[src/hw/rtl/utdd_pkg.sv]
// Shared types and constant tables of the Unix time to DOS date/time converter.
// Depends on nothing; the core and utdd_date_pipe import it.
package utdd_pkg;

  localparam int unsigned DaysW = 19;
  localparam int unsigned YearW = 12;

  localparam logic [YearW-1:0] DosYearBase = 12'd1980;

  typedef logic [DaysW-1:0] days_t;

  typedef struct packed {
    logic [YearW-1:0] year;
    logic [3:0]       month;
    logic [4:0]       day;
  } date_t;

  // First shifted day number of each 400-year era.
  function automatic logic [20:0] era_base(input logic [2:0] era);
    logic [20:0] base;
    case (era)
      3'd0:    base = 21'd0;
      3'd1:    base = 21'd146097;
      3'd2:    base = 21'd292194;
      3'd3:    base = 21'd438291;
      3'd4:    base = 21'd584388;
      3'd5:    base = 21'd730485;
      3'd6:    base = 21'd876582;
      3'd7:    base = 21'd1022679;
      default: base = 21'd0;
    endcase
    return base;
  endfunction

  // Day of the March-based year on which each month starts.
  function automatic logic [8:0] month_offset(input logic [3:0] mp);
    logic [8:0] off;
    case (mp)
      4'd0:    off = 9'd0;
      4'd1:    off = 9'd31;
      4'd2:    off = 9'd61;
      4'd3:    off = 9'd92;
      4'd4:    off = 9'd122;
      4'd5:    off = 9'd153;
      4'd6:    off = 9'd184;
      4'd7:    off = 9'd214;
      4'd8:    off = 9'd245;
      4'd9:    off = 9'd275;
      4'd10:   off = 9'd306;
      4'd11:   off = 9'd337;
      default: off = 9'd0;
    endcase
    return off;
  endfunction

endpackage

[src/hw/rtl/utdd_in_if.sv]
// Input channel of the converter: valid/ready handshake with the timestamp pair.
// Depends on nothing.
interface utdd_in_if;
  logic               valid;
  logic               ready;
  logic signed [35:0] unix_seconds;
  logic        [34:0] now_seconds;

  modport source (output valid, output unix_seconds, output now_seconds, input ready);
  modport sink (input valid, input unix_seconds, input now_seconds, output ready);
endinterface

[src/hw/rtl/utdd_out_if.sv]
// Output channel of the converter: valid/ready handshake with the packed DOS words.
// Depends on nothing.
interface utdd_out_if;
  logic        valid;
  logic        ready;
  logic [15:0] dos_date;
  logic [15:0] dos_time;

  modport source (output valid, output dos_date, output dos_time, input ready);
  modport sink (input valid, input dos_date, input dos_time, output ready);
endinterface

[src/hw/rtl/unix_time_to_dos_datetime_core.sv]
// Converts a signed Unix timestamp, or the current time when the timestamp is not
// positive, into the packed MS-DOS date and time words in UTC; dates before 1980
// read as 1980-01-01 00:00:00. The block is a ten-stage pipeline that takes one
// transaction per cycle for as long as the output side takes them; when the output
// is held back the whole pipeline holds. Depends on utdd_pkg, utdd_in_if,
// utdd_out_if and utdd_date_pipe.
module unix_time_to_dos_datetime_core import utdd_pkg::*; (
  input logic       clk_i,
  input logic       rst_ni,
  utdd_in_if.sink   in_i,
  utdd_out_if.source out_o
);

  localparam int unsigned NumStages = 10;
  localparam logic [28:0] DayRecip  = 29'd407226528;

  logic [NumStages-1:0] valid_q;
  logic                 advance;

  logic        use_ts;
  logic [34:0] t1_d;
  logic [34:0] t1_q;

  logic [56:0] day_prod;
  logic [18:0] q2_q;
  logic [34:0] t2_q;

  logic [27:0] rem_hi;
  logic [9:0]  rem_lo;
  days_t       days3_d;
  days_t       days3_q;
  logic [16:0] sod3_q;

  logic [26:0] hour_prod;
  logic [4:0]  hour4_q;
  logic [16:0] sod4_q;

  logic [11:0] rem5_d;
  logic [11:0] rem5_q;
  logic [4:0]  hour5_q;

  logic [20:0] min_prod;
  logic [5:0]  min6_q;
  logic [11:0] rem6_q;
  logic [4:0]  hour6_q;

  logic [5:0]  sec7;
  logic [15:0] time7_q;
  logic [15:0] time8_q;
  logic [15:0] time9_q;

  date_t       date9;
  logic [11:0] year_ofs;
  logic [15:0] dos_date_d;
  logic [15:0] dos_time_d;
  logic [15:0] dos_date_q;
  logic [15:0] dos_time_q;

  assign advance    = ~valid_q[NumStages-1] | out_o.ready;
  assign in_i.ready = advance;

  always_ff @(posedge clk_i or negedge rst_ni) begin
    if (!rst_ni) begin
      valid_q <= '0;
    end else if (advance) begin
      valid_q <= {valid_q[NumStages-2:0], in_i.valid};
    end
  end

  assign use_ts = ~in_i.unix_seconds[35] & (in_i.unix_seconds != '0);
  assign t1_d   = use_ts ? in_i.unix_seconds[34:0] : in_i.now_seconds;

  assign day_prod = 57'(t1_q[34:7]) * 57'(DayRecip);

  always_comb begin
    rem_hi  = t2_q[34:7] - 28'(28'(q2_q) * 28'd675);
    days3_d = q2_q;
    rem_lo  = rem_hi[9:0];
    if (rem_hi >= 28'd675) begin
      days3_d = q2_q + 19'd1;
      rem_lo  = 10'(rem_hi - 28'd675);
    end
  end

  assign hour_prod = 27'(sod3_q[16:4]) * 27'd9321;
  assign rem5_d    = 12'(sod4_q - 17'(17'(hour4_q) * 17'd3600));
  assign min_prod  = 21'(rem5_q[11:2]) * 21'd1093;
  assign sec7      = 6'(rem6_q - 12'(12'(min6_q) * 12'd60));

  utdd_date_pipe u_date_pipe (
    .clk_i  (clk_i),
    .en_i   (advance),
    .days_i (days3_q),
    .date_o (date9)
  );

  always_comb begin
    year_ofs = date9.year - DosYearBase;
    if (date9.year < DosYearBase) begin
      dos_date_d = 16'h0021;
      dos_time_d = '0;
    end else begin
      dos_date_d = {year_ofs[6:0], date9.month, date9.day};
      dos_time_d = time9_q;
    end
  end

  always_ff @(posedge clk_i) begin
    if (advance) begin
      t1_q       <= t1_d;
      q2_q       <= day_prod[56:38];
      t2_q       <= t1_q;
      days3_q    <= days3_d;
      sod3_q     <= {rem_lo, t2_q[6:0]};
      hour4_q    <= hour_prod[25:21];
      sod4_q     <= sod3_q;
      rem5_q     <= rem5_d;
      hour5_q    <= hour4_q;
      min6_q     <= min_prod[19:14];
      rem6_q     <= rem5_q;
      hour6_q    <= hour5_q;
      time7_q    <= {hour6_q, min6_q, sec7[5:1]};
      time8_q    <= time7_q;
      time9_q    <= time8_q;
      dos_date_q <= dos_date_d;
      dos_time_q <= dos_time_d;
    end
  end

  assign out_o.valid    = valid_q[NumStages-1];
  assign out_o.dos_date = dos_date_q;
  assign out_o.dos_time = dos_time_q;

endmodule

[src/hw/rtl/utdd_date_pipe.sv]
// Six-stage pipeline from days since 1970 to a proleptic Gregorian year, month and day.
// Depends on utdd_pkg.
module utdd_date_pipe import utdd_pkg::*; (
  input  logic  clk_i,
  input  logic  en_i,
  input  days_t days_i,
  output date_t date_o
);

  logic [20:0] z1;
  logic [2:0]  era1;
  logic [17:0] doe1_d;
  logic [17:0] doe1_q;
  logic [2:0]  era1_q;

  logic [32:0] cent_prod;
  logic [2:0]  quad_cnt;
  logic [17:0] adj2_d;
  logic [17:0] adj2_q;
  logic [17:0] doe2_q;
  logic [2:0]  era2_q;

  logic [36:0] yoe_prod;
  logic [8:0]  yoe3_q;
  logic [17:0] doe3_q;
  logic [2:0]  era3_q;

  logic [1:0]  cent_cnt;
  logic [17:0] yr_days;
  logic [8:0]  doy4_d;
  logic [8:0]  doy4_q;
  logic [8:0]  yoe4_q;
  logic [2:0]  era4_q;

  logic [10:0] mp_num;
  logic [22:0] mp_prod;
  logic [3:0]  mp5_q;
  logic [8:0]  doy5_q;
  logic [8:0]  yoe5_q;
  logic [2:0]  era5_q;

  logic [8:0]  day_full;
  logic [3:0]  month6;
  date_t       date_d;
  date_t       date_q;

  always_comb begin
    z1   = 21'(days_i) + 21'd719468;
    era1 = '0;
    for (int k = 1; k < 8; k++) begin
      if (z1 >= era_base(3'(k))) begin
        era1 = era1 + 3'd1;
      end
    end
    doe1_d = 18'(z1 - era_base(era1));
  end

  always_comb begin
    cent_prod = 33'(doe1_q[17:2]) * 33'd91930;
    quad_cnt  = 3'(doe1_q >= 18'd36524) + 3'(doe1_q >= 18'd73048)
              + 3'(doe1_q >= 18'd109572) + 3'(doe1_q >= 18'd146096);
    adj2_d    = doe1_q - 18'(cent_prod[31:25]) + 18'(quad_cnt)
              - 18'(doe1_q == 18'd146096);
  end

  assign yoe_prod = 37'(adj2_q) * 37'd367720;

  always_comb begin
    cent_cnt = 2'(yoe3_q >= 9'd100) + 2'(yoe3_q >= 9'd200) + 2'(yoe3_q >= 9'd300);
    yr_days  = 18'(18'(yoe3_q) * 18'd365) + 18'(yoe3_q[8:2]) - 18'(cent_cnt);
    doy4_d   = 9'(doe3_q - yr_days);
  end

  always_comb begin
    mp_num  = 11'(11'(doy4_q) * 11'd5) + 11'd2;
    mp_prod = 23'(mp_num) * 23'd3427;
  end

  always_comb begin
    day_full    = doy5_q - month_offset(mp5_q) + 9'd1;
    month6      = (mp5_q < 4'd10) ? (mp5_q + 4'd3) : (mp5_q - 4'd9);
    date_d.day   = day_full[4:0];
    date_d.month = month6;
    date_d.year  = 12'(yoe5_q) + 12'(12'(era5_q) * 12'd400) + 12'(month6 <= 4'd2);
  end

  always_ff @(posedge clk_i) begin
    if (en_i) begin
      doe1_q <= doe1_d;
      era1_q <= era1;
      adj2_q <= adj2_d;
      doe2_q <= doe1_q;
      era2_q <= era1_q;
      yoe3_q <= yoe_prod[35:27];
      doe3_q <= doe2_q;
      era3_q <= era2_q;
      doy4_q <= doy4_d;
      yoe4_q <= yoe3_q;
      era4_q <= era3_q;
      mp5_q  <= mp_prod[22:19];
      doy5_q <= doy4_q;
      yoe5_q <= yoe4_q;
      era5_q <= era4_q;
      date_q <= date_d;
    end
  end

  assign date_o = date_q;

endmodule
[src/flat_wrapper.sv]
// flat-port wrapper written by rule: the top's interface ports become plain ports
module unix_time_to_dos_datetime_core_flat import utdd_pkg::*;
  (clk_i, rst_ni, in_i_valid, in_i_unix_seconds, in_i_now_seconds, in_i_ready, out_o_valid, out_o_dos_date, out_o_dos_time, out_o_ready);
  utdd_in_if in_i_i ();
  utdd_out_if out_o_i ();
  input logic clk_i;
  input logic rst_ni;
  input wire logic [$bits(in_i_i.valid)-1:0] in_i_valid;
  input wire logic [$bits(in_i_i.unix_seconds)-1:0] in_i_unix_seconds;
  input wire logic [$bits(in_i_i.now_seconds)-1:0] in_i_now_seconds;
  output wire logic [$bits(in_i_i.ready)-1:0] in_i_ready;
  output wire logic [$bits(out_o_i.valid)-1:0] out_o_valid;
  output wire logic [$bits(out_o_i.dos_date)-1:0] out_o_dos_date;
  output wire logic [$bits(out_o_i.dos_time)-1:0] out_o_dos_time;
  input wire logic [$bits(out_o_i.ready)-1:0] out_o_ready;
  assign in_i_i.valid = in_i_valid;
  assign in_i_i.unix_seconds = in_i_unix_seconds;
  assign in_i_i.now_seconds = in_i_now_seconds;
  assign in_i_ready = in_i_i.ready;
  assign out_o_valid = out_o_i.valid;
  assign out_o_dos_date = out_o_i.dos_date;
  assign out_o_dos_time = out_o_i.dos_time;
  assign out_o_i.ready = out_o_ready;
  unix_time_to_dos_datetime_core u_core (.clk_i(clk_i), .rst_ni(rst_ni), .in_i(in_i_i), .out_o(out_o_i));
endmodule
[config.mk]
export PLATFORM = sky130hd
export DESIGN_NAME = unix_time_to_dos_datetime_core_flat
export DESIGN_NICKNAME = d
export VERILOG_FILES = /design/src/hw/rtl/utdd_pkg.sv /design/src/hw/rtl/utdd_in_if.sv /design/src/hw/rtl/utdd_out_if.sv /design/src/hw/rtl/unix_time_to_dos_datetime_core.sv /design/src/hw/rtl/utdd_date_pipe.sv /design/src/flat_wrapper.sv
export SDC_FILE = /design/constraint.sdc
export NUM_CORES = 2
export LEC_CHECK = 0
export BUFFER_PORTS_ARGS = -buffer_cell sky130_fd_sc_hd__clkbuf_2
export CORE_ASPECT_RATIO = 2
export CORE_MARGIN = 4
export CORE_UTILIZATION = 66
export DETAILED_ROUTE_END_ITERATION = 16
export GPL_TIMING_DRIVEN = 0
export PLACE_DENSITY = 0.92
export SLEW_MARGIN = 20
export SYNTH_ARGS = -nofsm -noshare
export SYNTH_HDL_FRONTEND = slang
export SYNTH_SLANG_ARGS = --single-unit
export TNS_END_PERCENT = 100
[constraint.sdc]
create_clock -name clk_i -period 31 [get_ports clk_i]
set_input_delay 3.1 -clock clk_i [delete_from_list [all_inputs] [get_ports clk_i]]
set_output_delay 3.1 -clock clk_i [all_outputs]
set_load 0.02 [all_outputs]
==> summary.md <==
| Metric | Value |
|---|---|
| Status | finished clean |
| Routed WL | 116000 um |
| CTS Buf Count | 40 |
| First-pass GRT wire length | 187000 um |
| Via count | 32678 |
| Layout cell share with drive strength beyond 1 | 6.10% |
| Die Wd | 199 um |
| Synth Cell Area | 48300 um^2 |
| Slew @ Worst Pin | 1.11 ns |
| Fin area | 51700 um^2 |
| Hold_ws | 0.413 ns |
| Hold depth | 0 |
| Setup violators final | 0 |
| Die area | 77900 um^2 |
| Tot GR Track Use | 30.7% |
| Htree depth | 2 |
| Highest Clock Rate | 0.0973 GHz |
| Worst-path maximum fanout | 11 |
| Worst setup endpoint | u_core.u_date_pipe.adj2_q[16] |
| Total core area | 72700 um^2 |
| CP max-delay cell | edfxtp_1 |
| Post-CTS Hold Buffers | 0 |
| TritonCTS clock tree | done |
| Post-layout util | 71.1% |
| Vias per cell | 6.08 |
| Worst r2r src | u_core.u_date_pipe.doe1_q[6] |
| Reg2reg end | u_core.u_date_pipe.adj2_q[16] |
| Standard-cell rows | 140 |
| Synth warn | 0 |
| Post-route ant nets | 0 |
| Initial antenna violation count | 0 |
| Most frequent cell on the critical path | fa_1 |
| Number of synthesized flops with an enable pin | 385 |
| TritonRoute pass-1 iters | 8 |
| Worst Clk Skew | 0.0490 ns |
| Synth async-reset ratio | 2.50% |
| Synth area leaders | ha_1, edfxtp_1, fa_1 |
| Root Buffer | clkbuf_16 |
| RSZ-0062 raised after global routing | false |
| Vias in the first global route | 37847 |
| CP peak stage delay | 0.85 ns |
| Max-slew headroom | 25.9% |
| Fin nets | 6127 |
| Placed wire-length estimate | 90600 um |
| Register area share after synthesis | 24.6% |
| Critical path class | reg2reg |
| Die Ht | 391 um |
| Final Max Slew Viols | 0 |
| Hold Path Origin | u_core.t2_q[3] |
| Mapped Cells | 4265 |
| HP Class | reg2reg |
| Diodes inserted | 0 |
| Count of max-cap constraint violations | 0 |
| Starting density of the core | 66.5% |
| Drt initial violations | 1567 |
| Clock buffer depth | 3 |
| CP arrival | 10.64 ns |
| # Post-CTS Setup Buffers | 0 |
| Layout area overhead | 6.89% |
| Remaining Overflow, GRT | 0 |
| Cts repair resizes | 0 |
| Worst-case reg-to-reg path depth | 37 |
| Worst setup EP type | flop |
| I/O pins | 109 |
| Post-route DRC | 0 |
| Placer Congestion | 0.976 |
| Hold Violations, Final | 0 |
| Required time of the critical path | 31.36 ns |
| Area leader, netlist | ha_1 |
| Largest net degree at the start of global routing | 56 |
| CP Launch Point | u_core.u_date_pipe.doe1_q[6] |
| Syn avg cell area | 11.3 um^2 |
| Setup TNS | 0 ns |
| Number of port buffers | 107 |
| Average wire per standard cell | 21.6 um |
| Clock transition at the registers of the reported paths | 0.07 ns |
| Primary FF master, synth | edfxtp_1 |
| Skew-Pair Late Insertion Delay | 0.62 ns |
| Synth top area share | 28.0% |
| Final period util | 33.1% |
| Clock Sinks | 400 |
| Reg2reg setup slack | 20.72 ns |
| Placed cell areas | 50200 um^2 |
| Library cells used by synthesis | 89 |
| Crit path time final | 10.28 ns |
| Seq cells post-synth | 400 |
| Startpoint Class | flop |
[placed cells by master (no fill, tap or decap), types with 8 or more instances in the layout]
cell | Yosys | layout
nand2_1 | 92 | 92
clkinv_2 | 0 | 8
clkbuf_2 | 0 | 107
o21a_1 | 29 | 29
edfxtp_1 | 385 | 385
a31oi_1 | 19 | 19
xnor2_1 | 144 | 144
xor2_1 | 48 | 48
and2_1 | 37 | 37
clkbuf_1 | 24 | 28
nor2_1 | 114 | 114
ha_1 | 1082 | 1082
nor4_1 | 23 | 23
a2111oi_0 | 12 | 11
mux2_2 | 52 | 52
nor3_1 | 47 | 47
nand2b_1 | 35 | 35
nand3_1 | 42 | 42
o21ai_0 | 72 | 72
inv_1 | 1015 | 1015
a21oi_1 | 104 | 104
a211oi_1 | 15 | 15
o211ai_1 | 9 | 9
nor2b_1 | 25 | 25
and3_1 | 14 | 14
nand4_1 | 22 | 22
o21bai_1 | 19 | 19
mux2i_1 | 11 | 11
fa_1 | 546 | 546
a21o_1 | 43 | 43
clkbuf_16 | 0 | 41
o2111ai_1 | 10 | 10
dfrtp_1 | 10 | 10
a211o_1 | 9 | 9
[registers in the layout, summed over array words and instances (netlist names), 10 cells and up, named ones only]
signal	flops
u_core.time8_q	16
u_core.u_date_pipe.date_o	21
u_core.days3_q	19
u_core.q2_q	19
u_core.time9_q	16
u_core.sod3_q	16
u_core.t2_q	34
u_core.out_o.dos_date	16
u_core.u_date_pipe.doe1_q	18
u_core.u_date_pipe.adj2_q	18
u_core.t1_q	34
u_core.out_o.dos_time	16
u_core.sod4_q	11
u_core.valid_q	10
u_core.rem5_q	11
u_core.time7_q	16
[per-layer routing]
metal | global-route usage (%) | vias up | routed length [um]
met5 | 0 | - | 0
met4 | 27.5 | 0 | 13700
met3 | 5.15 | 826 | 5420
met2 | 57.8 | 1391 | 63300
met1 | 26.7 | 15957 | 33700
li1 | - | 14504 | -
[through the flow]
stage | worst slack (ns) | instances
global placement | 8.33 | 5297
global route | 20.25 | 5379
finish | 20.72 | 5379
floorplan | 13.67 | 4267
CTS | 21.02 | 5379
detailed placement | 21.10 | 5305
[kinds of logic (layout without fill, tap and decap cells)]
group | Yosys count | after routing | synth area share (%)
multiplexers | 65 | 65 | 1.49
flip-flops | 400 | 400 | 24.6
XOR/XNOR | 197 | 197 | 3.71
other | 2 | 4 | 0.0155
AO/OA/AOI/OAI | 427 | 427 | 6.02
AND/OR/NAND/NOR | 500 | 500 | 5.31
buffers and inverters | 1045 | 1234 | 8.15
adder cells (fa/ha/maj) | 1629 | 1629 | 50.6
[how the worst min path moves through the flow]
stage / to
after global placement: u_core.time9_q[4]
after CTS: u_core.sod3_q[3]
after floorplan: u_core.hour6_q[0]
after detailed placement: u_core.hour6_q[4]
final: u_core.sod3_q[3]
after global routing: u_core.rem5_q[1]
[critical path: cells and delay by family, from the launching register on]
family,cells,cell delay (ns)
adders and majority gates,11,4.69
AOI/OAI and AO/OA,14,3.03
DFF,1,0.85
buffers and inverters,7,0.74
and+or+nand+nor,4,0.57
xor gates and xnor gates,1,0.13
[cells in the mapped netlist, types with 23 or more instances]
cell type     n
nor4_1       23
o21a_1       29
nor3_1       47
xnor2_1     144
a21oi_1     104
xor2_1       48
mux2_2       52
o21ai_0      72
and2_1       37
fa_1        546
nand2b_1     35
ha_1       1082
nand2_1      92
nor2b_1      25
a21o_1       43
inv_1      1015
clkbuf_1     24
nand3_1      42
edfxtp_1    385
nor2_1      114
[cell type report]
| class | instances | area, um^2 |
|---|---|---|
| well taps | 923 | 1150 |
| fillers | 4373 | 21000 |
| flip-flops and latches | 400 | 11900 |
| repair buffers | 115 | 733 |
| plain buffers | 30 | 133 |
| clock buffers | 46 | 1040 |
| multi-input cells | 2822 | 32500 |
| inverters | 1015 | 3810 |
| clock inverters | 28 | 380 |
Power is left out: the tool's default activity adds up to more than one toggle a clock period on the data nets, which glitch-free logic cannot reach.
